--- src/assert_macros.svh ---
// Assertion macros used by the remapper back end RTL.
`ifndef ASSERT_MACROS_SVH
`define ASSERT_MACROS_SVH

`ifndef SYNTH
// property checked every clock outside reset
`define RORM_ASSERT(label, prop, msg) \
	label: assert property (@(posedge clk) disable iff (!arst_n) (prop)) else $error(msg);
// consequent must hold in the cycle after the antecedent
`define RORM_ASSERT_NEXT(label, ante, cons, msg) \
	label: assert property (@(posedge clk) disable iff (!arst_n) (ante) |=> (cons)) \
		else $error(msg);
`else
`define RORM_ASSERT(label, prop, msg)
`define RORM_ASSERT_NEXT(label, ante, cons, msg)
`endif

`endif

--- src/rorm_pkg.sv ---
// Types and constants shared by the radar object id remapper.
package rorm_pkg;

	localparam int TIME_W     = 52;
	localparam int WIN_W      = 24;
	localparam int STATE_W    = 3;
	localparam int LID_W      = 8;
	localparam int GID_W      = 16;
	localparam int CFG_ADDR_W = 4;
	localparam int CFG_DATA_W = 32;
	localparam int QUEUE_DEPTH = 2;
	localparam int QUEUE_PTR_W = $clog2(QUEUE_DEPTH);
	localparam int QUEUE_CNT_W = $clog2(QUEUE_DEPTH + 1);

	localparam logic [WIN_W-1:0]   WINDOW_RST    = 24'd70000;
	localparam logic [WIN_W-1:0]   DELAY_RST     = 24'd0;
	localparam logic [STATE_W-1:0] NEW_STATE_RST = 3'd1;

	typedef enum logic [1:0] {
		REG_WINDOW    = 2'd0,
		REG_DELAY     = 2'd1,
		REG_NEW_STATE = 2'd2
	} rorm_reg_t;

	typedef enum logic {
		BK_IDLE,
		BK_LOOK
	} rorm_bk_state_t;

	typedef struct packed {
		logic [WIN_W-1:0]   window_us;
		logic [WIN_W-1:0]   delay_us;
		logic [STATE_W-1:0] new_state_code;
	} rorm_cfg_t;

	// one classified object waiting for the map stage
	typedef struct packed {
		logic              kept;
		logic              is_new;
		logic [LID_W-1:0]  idx;
		logic [TIME_W-1:0] corrected;
	} rorm_item_t;

endpackage

--- src/rorm_cfg.sv ---
// APB register file: window, delay and new-state code.
module rorm_cfg (
	input  logic                           clk,
	input  logic                           arst_n,
	input  logic                           psel,
	input  logic                           penable,
	input  logic                           pwrite,
	input  logic [rorm_pkg::CFG_ADDR_W-1:0] paddr,
	input  logic [rorm_pkg::CFG_DATA_W-1:0] pwdata,
	output logic [rorm_pkg::CFG_DATA_W-1:0] prdata,
	output logic                           pready,
	output rorm_pkg::rorm_cfg_t            cfg
);
	import rorm_pkg::*;

	rorm_cfg_t cfg_q;
	rorm_reg_t reg_sel;
	logic      wr_en;

	assign reg_sel = rorm_reg_t'(paddr[3:2]);
	assign wr_en   = psel && penable && pwrite;
	assign pready  = 1'b1;
	assign cfg     = cfg_q;

	always_ff @(posedge clk or negedge arst_n) begin
		if (!arst_n) begin
			cfg_q.window_us      <= WINDOW_RST;
			cfg_q.delay_us       <= DELAY_RST;
			cfg_q.new_state_code <= NEW_STATE_RST;
		end else if (wr_en) begin
			case (reg_sel)
				REG_WINDOW:    cfg_q.window_us      <= pwdata[WIN_W-1:0];
				REG_DELAY:     cfg_q.delay_us       <= pwdata[WIN_W-1:0];
				REG_NEW_STATE: cfg_q.new_state_code <= pwdata[STATE_W-1:0];
				default: ;
			endcase
		end
	end

	always_comb begin
		case (reg_sel)
			REG_WINDOW:    prdata = {(CFG_DATA_W-WIN_W)'(0), cfg_q.window_us};
			REG_DELAY:     prdata = {(CFG_DATA_W-WIN_W)'(0), cfg_q.delay_us};
			REG_NEW_STATE: prdata = {(CFG_DATA_W-STATE_W)'(0), cfg_q.new_state_code};
			default:       prdata = '0;
		endcase
	end

endmodule

--- config.mk ---
export PLATFORM = sky130hd
export DESIGN_NAME = rorm_cfg
export DESIGN_NICKNAME = d
export VERILOG_FILES = /design/src/assert_macros.svh /design/src/rorm_pkg.sv /design/src/rorm_cfg.sv
export SDC_FILE = /design/constraint.sdc
export NUM_CORES = 1
export LEC_CHECK = 0
export BUFFER_PORTS_ARGS = -buffer_cell sky130_fd_sc_hd__buf_4
export CAP_MARGIN = 5
export CORE_ASPECT_RATIO = 0.7
export CORE_MARGIN = 1
export CORE_UTILIZATION = 41
export DETAILED_ROUTE_END_ITERATION = 10
export GPL_TIMING_DRIVEN = 0
export PLACE_DENSITY = 0.76
export SLEW_MARGIN = 20
export SYNTH_ARGS = -nofsm -noshare
export SYNTH_HDL_FRONTEND = slang
export SYNTH_SLANG_ARGS = --single-unit
--- constraint.sdc ---
create_clock -name clk -period 1 [get_ports clk]
set_input_delay 0.2 -clock clk [delete_from_list [all_inputs] [get_ports clk]]
set_output_delay 0.2 -clock clk [all_outputs]
set_load 0.02 [all_outputs]
=== After elaboration in Yosys (flattened, before gate mapping) ===
Index checks and enable logic that the tools add are counted.

* Flip-flop bits (word level): 51
* Output and inout bits: 84
* Logic and storage cells: 12

* Eq/ne operators: 2
* Reduce and logical (&&, ||, !) cells: 6
* Muxes and demuxes: 1

{| class="wikitable"
|+ Operator list
! kind !! number
|-
| one-hot mux 24 bit (3 select lines) || 1
|-
| AND reduction 2 bit || 3
|-
| == test 2 x 1 -> 1 bit, second input constant || 1
|-
| == test 2 bit, second input constant || 1
|-
| logical AND 1 bit || 2
|-
| logical NOT 2 bit || 1
|}

=== Longest topological paths before layout ===
Gate-level depths: netlist (run 1).

* Depth after elaboration: 3
* Depth in mapped cells: 5

=== Worst setup path after synthesis (run 1) ===
OpenSTA, ideal clock, no wires.

* Kind: input -> register
* From: input paddr[3] (netlist bit)
* To: register cfg_q (netlist bit cfg[27])
* Setup slack: -0.404 ns
* Library setup time: 0.125 ns
* Stages: 4
* Path buffers: 2
* Arrival: 1.279 ns
* Cells stage by stage: buf_2 nor3_2 buf_2 mux2_2

* Word-level cells in the longest chain between the ends: 2

{| class="wikitable"
|+ Ends and longest elaborated chain
! item !! RTL line !! source
|-
| start, declared || rorm_cfg.sv:8 || <nowiki>input logic [rorm_pkg::CFG_ADDR_W-1:0] paddr,</nowiki>
|-
| logical NOT 2 bit || rorm_cfg.sv:31 || <nowiki>case (reg_sel)</nowiki>
|-
| AND reduction 2 bit (no line) || n/a ||
|-
| end, declared || rorm_cfg.sv:16 || <nowiki>rorm_cfg_t cfg_q;</nowiki>
|}

No other way between the ends.
A chain may end at the register's enable or synchronous reset.

=== Final worst setup path (run 1) ===
* From: register cfg_q (netlist bit cfg[31])
* To: output prdata[4] (netlist bit)

* Word-level cells in the longest chain between the ends: 1

{| class="wikitable"
|+ Ends and longest elaborated chain
! item !! RTL line !! source
|-
| one-hot mux 24 bit (3 select lines) || rorm_cfg.sv:41 || <nowiki>case (reg_sel)</nowiki>
|-
| end, declared || rorm_cfg.sv:10 || <nowiki>output logic [rorm_pkg::CFG_DATA_W-1:0] prdata,</nowiki>
|}

No other way between the ends.

==> results of run 1 <==
-- power by group --
part	switching, mW	total, mW	internal [mW]
clock	0.675	1.17	0.491
combinational	2.01	5.04	3.03
sequential	0.435	3.03	2.59
-- Yosys cell counts, drive strengths merged --
library cell,instances,area share [%]
conb,2,0.30
nor3,1,0.41
mux2i,24,9.8
o21ai,3,0.61
dfrtp,44,45
buf,18,5.3
nor3b,1,0.30
clkbuf,2,0.30
nand3,1,0.20
nor2b,1,0.25
nand2,3,0.46
mux2,51,26
or3b,1,0.36
dfstp,7,7.5
nor2,21,3.2
-- timing repair --
item / CTS / global route
cloned: 4 / 0
endpoints found under the setup margin: 115 / 163
hold endpoints to repair: 44 / 0
pin swaps: 8 / 7
buffers inserted: 62 / 25
hold buffers: 1 / 0
gates resized for setup: 127 / 29
-- area by class of cell --
class | count | area (sq um)
fill | 303 | 927
clock inverter | 2 | 12.5
sequential | 51 | 1280
clock buffer | 6 | 72.6
buffer | 20 | 234
tap | 75 | 93.8
multi-input combinational | 116 | 1250
timing repair buffer | 178 | 1880
-- kinds of logic (layout without fill, tap and decap cells) --
logic type	count (synthesis)	after routing	synth area share, %
AOI/OAI and AO/OA	3	3	0.609
buffers and inverters	20	206	5.64
DFF	51	51	52.2
muxes	75	75	36.1
other	2	9	0.305
and+or+nand+nor	29	29	5.18
-- worst max path at each step --
| stage | from | end | slack, ns | depth (start not counted) |
|---|---|---|---|---|
| after floorplan | paddr[3] | cfg[10]$_DFFE_PN0P_ | -0.38 | 5 |
| after global placement | pwrite | cfg[27]$_DFFE_PN0P_ | -0.57 | 5 |
| after detailed placement | pwrite | cfg[27]$_DFFE_PN0P_ | -0.57 | 5 |
| after CTS | cfg[39]$_DFFE_PN1P_ | prdata[12] | -0.35 | 3 |
| after global routing | cfg[31]$_DFFE_PN1P_ | prdata[4] | -0.42 | 3 |
| final | cfg[31]$_DFFE_PN1P_ | prdata[4] | -0.39 | 3 |
-- per-stage QoR --
step | TNS, ns | instances | utilization, % | worst slack, ns | area (sq um)
after floorplan | -17.39 | 187 | - | -0.383 | 2720
after global placement | -29.79 | 365 | 62.4 | -0.568 | 3590
after detailed placement | -30.29 | 365 | 62.4 | -0.573 | 3590
after CTS | -19.03 | 440 | 82.1 | -0.348 | 4720
after global routing | -23.13 | 448 | 83.9 | -0.420 | 4830
final | -19.75 | 448 | 83.9 | -0.394 | 4830
-- worst max-delay path: cells and delay by family (launching register included) --
family,cells,cell delay [ns]
DFF,1,0.56
and+or+nand+nor,1,0.12
buffers and inverters,1,0.13
muxes,1,0.08
-- cell usage in the layout, fill, tap and decap left out, types with 6 or more instances in the layout --
cell | synthesis | layout
nor2_2 | 0 | 14
mux2_2 | 31 | 7
buf_4 | 9 | 61
conb_1 | 2 | 9
buf_12 | 0 | 6
dfstp_2 | 7 | 7
mux2_4 | 20 | 44
buf_6 | 3 | 121
dfrtp_1 | 44 | 44
mux2i_1 | 24 | 19
-- metal layers --
metal / vias to the layer above / wire length [um]
met1: 1063 / 3500
met4: 0 / 37
met2: 71 / 4010
met5: - / 0
li1: 985 / -
met3: 5 / 445
==> impl_metrics.ini, run 1 <==
[setup_path]
cp-end-kind = output port
crit_chain = mux2i_1 -> nor2_2 -> buf_6
critPathRequiredTime_ns = 0.80
rr_endpoint = cfg[20]$_DFFE_PN0P_
slowest_delay_ns = 0.56
arrival_ns = 1.19
r2r-start = cfg[20]$_DFFE_PN0P_
cp-start-kind = register
r2r_setup_slack_ns = -0.13
crit_path_top_delay_cell = dfstp_2
reg2regPathDepth = 4
path_class = reg2out
cp_max_fo = 2

[logic_synthesis]
synth_seq_cells = 51
synthesis.area_sq_um = 2460
ys_warn_count = 0
synth_seq_area_share_pct = 52.2
avgSynthCellArea_sq_um = 13.7
netlist_instances = 180
synth.distinct_cells = 18

[global_route]
grt_max_degree = 52
antenna_found_initial = 0
grtUsageTotal_pct = 27.2
grt-ovfl-total = 0
grtUsageMet3_pct = 5.94
grt_first_pass_wirelength_um = 12400
met2_usage_pct = 47.5
grt_pass1_vias = 2217
met1_usage_pct = 35.1
top_usage_layer = met2

[sta]
fin_crit_sh_pct = 139
setup_viol_count_final = 101
whs_ns = 0.128
rsz0062_at_grt = yes
slew_viol_final = 0
clock.fmax_mhz = 717
hold_viol_final = 0
setup_slack_ns = -0.394
skew_ns = 0
period_needed_ns = 1.39

[min_path]
hold_path.class = in2reg
min_from = pwdata[17]
whs_endpoint = cfg[44]$_DFFE_PN0P_
hold_depth = 2

[layout]
antenna_cells = 0
areaGrowthSynthToFinish_pct = 96.0
nets = 413
largest_reg_flops = 51
drive_above_1_share_pct = 76.7

[routing]
antenna_left = 0
wirelength_um = 7990
drtIter0Drc = 38
drtPass1Iterations = 4
route.detailed.drc = 0
vias = 2124
routedWlPerCell_um = 17.8
routed_via_density = 4.74

[cts]
cts_made_buffers = 5
cts_max_level = 2
cts_sinks = 51
clk_path_buf_depth = 2
cts_tree = yes
clkTransAtPathRegs_ns = 0.10
clock_latency_ns = 0.30
root_buffer = clkbuf_8

[floorplanning]
fp.dieArea_sq_um = 6330
die_w_um = 94.7
fp.dieH_um = 66.9
core_area_sq_um = 5760
start_util_pct = 42.8
io_pins = 125
rows = 23

[power]
leakage_nw = 2.44
power_density_nw_per_um2 = 1910
ir_drop_v = 0.00120
finalPower_mw = 9.24

[placement]
port_buffers = 103
gp_congestion = 0.678
hpwl_um = 4250

[outcome]
status = complete, but fails checks
violations = negative setup slack

[flow_run]
maxCapViolations = 0
(Power assumes the default switching activity.)
==> inputs of run 2 (changes only) <==
- SETUP_SLACK_MARGIN: not set -> 0.15
==> run 2 against run 1 <==
Against the previous run:
- cell count grew 6.5%
- first-iteration DRC count is 79% higher
- flip-flop and latch count did not move
- combinational power increased by 13%
- final area is 6.2% higher
- power grew 11%
- the run ends with negative hold slack, negative setup slack left
- maximum frequency down 3.4%
- largest cell class unchanged
==> impl_metrics.ini, run 2 (synthesis results as in run 1) <==
[cts]
cts_made_buffers = 5
clkTransAtPathRegs_ns = 0.10
cts_sinks = 51
clock_latency_ns = 0.31
cts_max_level = 2
cts_tree = yes
clk_path_buf_depth = 2
root_buffer = clkbuf_8

[sta]
skew_ns = 0
whs_ns = -0.0932
setup_slack_ns = -0.442
setup_viol_count_final = 123
fin_crit_sh_pct = 144
clock.fmax_mhz = 693
period_needed_ns = 1.44
hold_viol_final = 44
rsz0062_at_grt = yes
setup-tns-final_ns = -24.02
slew_headroom_pct = 56.5
slew_viol_final = 0
worst-slew-pin-transition_ns = 0.652

[routing]
antenna_left = 0
drtPass1Iterations = 4
route.detailed.drc = 0
vias = 2362
wirelength_um = 9570
drtIter0Drc = 68
routedWlPerCell_um = 20.1
routed_via_density = 4.95

[global_route]
grt-ovfl-total = 0
grtUsageTotal_pct = 24.7
grt_max_degree = 52
grt_first_pass_wirelength_um = 11400
grt_pass1_vias = 2182
antenna_found_initial = 0

[setup_path]
cp_max_fo = 2
cp-start-kind = register
cp-end-kind = output port
critPathRequiredTime_ns = 0.80
slowest_delay_ns = 0.44
arrival_ns = 1.24
crit_chain = mux2i_1 -> o21ai_1 -> buf_4
crit_path_top_delay_cell = dfrtp_1
worst-path-buf-inv = 1
path_class = reg2out
cpLargestDelayFamily = flip-flops

[floorplanning]
rows = 23
start_util_pct = 42.8
fp.dieH_um = 66.9
core_area_sq_um = 5760
die_w_um = 94.7
io_pins = 125
fp.dieArea_sq_um = 6330

[layout]
antenna_cells = 0
fillers = 242
areaGrowthSynthToFinish_pct = 108
final_cell_mix = 148 x buf_6, 66 x buf_4, 45 x mux2_4
largest_reg_flops = 51
drive_above_1_share_pct = 78.9
layout_commonest_cell = buf_6
nets = 442

[power]
leakage_nw = 2.62
ir_drop_v = 0.00113
power_density_nw_per_um2 = 2010

[min_path]
hold_path.class = in2async

[flow_run]
maxCapViolations = 0

[outcome]
violations = negative hold slack, negative setup slack
status = complete, but fails checks

[placement]
port_buffers = 103
gp_congestion = 0.748
hpwl_um = 4280
==> run 2: cell count changes in the layout (fill, tap and decap cells not counted), moves of 2 or more <==
| cell | before | now |
|---|---|---|
| buf_6 | 121 | 148 |
| buf_16 | 4 | 2 |
| buf_8 | 3 | 5 |
| buf_12 | 6 | 4 |
| buf_4 | 61 | 66 |
==> run 2: path summary, 6_finish.rpt <==
kind / startpoint / endpoint / slack, ns / cells past startpoint
max: cfg[29]$_DFFE_PN0P_ / prdata[2] / -0.44 / 3
min: arst_n / cfg[50]$_DFFE_PN0P_ / -0.09 / 1
max reg2reg: cfg[16]$_DFFE_PN0P_ / cfg[16]$_DFFE_PN0P_ / -0.24 / 5
min reg2reg: cfg[26]$_DFFE_PN0P_ / cfg[26]$_DFFE_PN0P_ / 0.57 / 1
max in group asynchronous: arst_n / cfg[15]$_DFFE_PN0P_ / 0.66 / 1
min in group clk: pwdata[7] / cfg[34]$_DFFE_PN0P_ / 0.12 / 2
==> run 2: timing repair <==
action	CTS	global route
endpoints found under the setup margin	123	126
resized for setup	128	40
buffers inserted	67	34
pin swaps	6	9
cloned	4	0
hold endpoints to repair	44	44
==> run 2: final cells by class <==
| class | count | area (sq um) | share of cell area [%] |
|---|---|---|---|
| Clock buffer | 6 | 82.6 | 1.61 |
| Multi-Input combinational cell | 116 | 1250 | 24.4 |
| Tap cell | 75 | 93.8 | 1.83 |
| Timing Repair Buffer | 207 | 2150 | 42.0 |
| Clock inverter | 2 | 35.0 | 0.683 |
| Buffer | 20 | 229 | 4.46 |
| Sequential cell | 51 | 1280 | 25.0 |
==> run 2: metal layers <==
layer	track usage (%)	vias to the layer above	wire length, um
li1	-	1043	-
met1	32.4	1201	4010
met2	41.1	98	4800
met3	5.94	20	567
met4	6.44	0	195
met5	0	-	0
==> run 2: stage by stage <==
step                utilization [%]  setup slack, ns  instance area (sq um)  cells  power, mW
global route                   89.1           -0.464                   5130    477       10.6
finish                         89.1           -0.442                   5130    477       10.3
floorplan                         -           -0.383                   2720    187       4.86
detailed placement             62.4           -0.576                   3590    365       6.21
CTS                            82.2           -0.356                   4730    444       9.26
global placement               62.4           -0.564                   3590    365       6.14
==> run 2: power by group <==
| part | switching, mW | total [mW] | internal [mW] |
|---|---|---|---|
| Sequential | 0.468 | 3.06 | 2.59 |
| Clock | 0.705 | 1.52 | 0.811 |
| Combinational | 2.26 | 5.71 | 3.46 |
| Total | 3.43 | 10.3 | 6.86 |
==> inputs of run 3 (changes only) <==
- RECOVER_POWER: not set -> 25
- SKIP_LAST_GASP: not set -> 1
==> run 3 against run 2 <==
Against the previous run:
- the flow finishes with violations (negative setup slack)
- register-to-register slack about the same
- combinational power down 2%
- worst hold slack better by 0.22 ns
- routed wire length down 5.0%
- sequential share of layout area up 0.14 points
- critical path type unchanged
- largest cell class unchanged
- largest power group unchanged
==> impl_metrics.ini, run 3 (synthesis results as in run 1) <==
[placement]
hpwl_um = 4280
pre_cts_ws_ns = -0.576
gp_congestion = 0.748
placedCellCount = 365
port_buffers = 103

[sta]
rsz0062_at_grt = yes
setup_slack_ns = -0.400
slew_viol_final = 0
hold_viol_final = 0
period_needed_ns = 1.40
clock.fmax_mhz = 714
skew_ns = 0
fin_crit_sh_pct = 140
setup_viol_count_final = 123
worst-slew-pin-transition_ns = 1.25
whs_ns = 0.122
slew_headroom_pct = 17.0

[outcome]
status = complete, but fails checks
violations = negative setup slack

[cts]
cts_made_buffers = 5
clock_latency_ns = 0.30
cts_tree = yes
cts_max_level = 2
cts_sinks = 51
clk_path_buf_depth = 2
root_buffer = clkbuf_8
clkTransAtPathRegs_ns = 0.10

[layout]
largest_reg_flops = 51
fillers = 250
areaGrowthSynthToFinish_pct = 107
nets = 439
final_util_pct = 88.6
antenna_cells = 0
final_cell_mix = 141 x buf_6, 69 x buf_4, 47 x mux2_4
layout_commonest_cell = buf_6
drive_above_1_share_pct = 78.7
fin_cells = 474

[global_route]
grt_first_pass_wirelength_um = 11300
antenna_found_initial = 0
grt_pass1_vias = 2166
grtUsageTotal_pct = 24.7
grt_max_degree = 52
grt-ovfl-total = 0

[floorplanning]
rows = 23
start_util_pct = 42.8
core_area_sq_um = 5760
fp.dieArea_sq_um = 6330
die_w_um = 94.7
io_pins = 125
fp.dieH_um = 66.9

[flow_run]
maxCapViolations = 0

[setup_path]
path_class = reg2out
cp-start-kind = register
crit_path_top_delay_cell = dfstp_2
cp_max_fo = 2
cp-end-kind = output port
crit_chain = mux2i_1 -> nor2_2 -> buf_6
slowest_delay_ns = 0.56
arrival_ns = 1.20
critPathRequiredTime_ns = 0.80

[routing]
drtPass1Iterations = 4
antenna_left = 0
route.detailed.drc = 0
vias = 2327
wirelength_um = 9090
drtIter0Drc = 90
routed_via_density = 4.91
routedWlPerCell_um = 19.2

[power]
leakage_nw = 2.61
ir_drop_v = 0.00119
power_density_nw_per_um2 = 1990
finalPower_mw = 10.2

[min_path]
hold_path.class = in2reg
run 3: changes by cell type in the layout (fill, tap and decap cells not counted), moves of 2 or more:
cell | before | now
buf_4 | 66 | 69
buf_6 | 148 | 141
mux2_4 | 45 | 47
mux2_2 | 6 | 4
run 3: metal layers:
layer,track usage [%],part of all wire (%),vias up
met5,0,0,-
met4,5.87,2.2,0
met3,5.59,6.5,18
met2,41.0,50,112
met1,32.9,41,1159
li1,-,-,1038
run 3: final timing paths:
path                                           from                  end  slack [ns]  cells past startpoint
worst max-delay path            cfg[31]$_DFFE_PN1P_            prdata[4]       -0.40                      3
worst min-delay path                     pwdata[17]  cfg[44]$_DFFE_PN0P_        0.12                      2
worst max register to register  cfg[29]$_DFFE_PN0P_  cfg[29]$_DFFE_PN0P_       -0.24                      5
worst min register to register  cfg[27]$_DFFE_PN0P_  cfg[27]$_DFFE_PN0P_        0.56                      1
max in group asynchronous                    arst_n  cfg[15]$_DFFE_PN0P_        0.09                      1
min in group asynchronous                    arst_n  cfg[50]$_DFFE_PN0P_        0.14                      1
run 3: repair_timing:
| action | 4_1_cts | 5_1_grt |
|---|---|---|
| pin swaps | 6 | 9 |
| buffers inserted | 67 | 30 |
| hold endpoints to repair | 44 | 44 |
| setup endpoints to repair | 123 | 126 |
| gates cloned | 4 | 0 |
| gates resized for setup | 117 | 48 |
run 3: power breakdown:
part | switching (mW) | total, mW | internal, mW
logic | 2.22 | 5.62 | 3.40
clock network | 0.706 | 1.52 | 0.811
registers | 0.438 | 3.03 | 2.59
total | 3.36 | 10.2 | 6.80
run 3: critical path, delay by kind of cell (launching register included):
kind          cells  cell delay [ns]
buf+inv           1             0.13
flops             1             0.56
mux               1             0.07
simple gates      1             0.12
run 3: final cells by class:
class                           instances  area [sq um]  share of cell area (%)
Multi-Input combinational cell        116          1270                    25.0
Timing Repair Buffer                  204          2100                    41.2
Clock buffer                            6          82.6                    1.62
Sequential cell                        51          1280                    25.2
Tap cell                               75          93.8                    1.84
Buffer                                 20           229                    4.49
Clock inverter                          2          35.0                   0.687
run 3: stage by stage:
step,area [sq um],TNS [ns]
global placement,3590,-29.95
finish,5100,-22.97
global route,5100,-32.53
detailed placement,3590,-30.84
floorplan,2720,-17.39
CTS,4690,-20.06
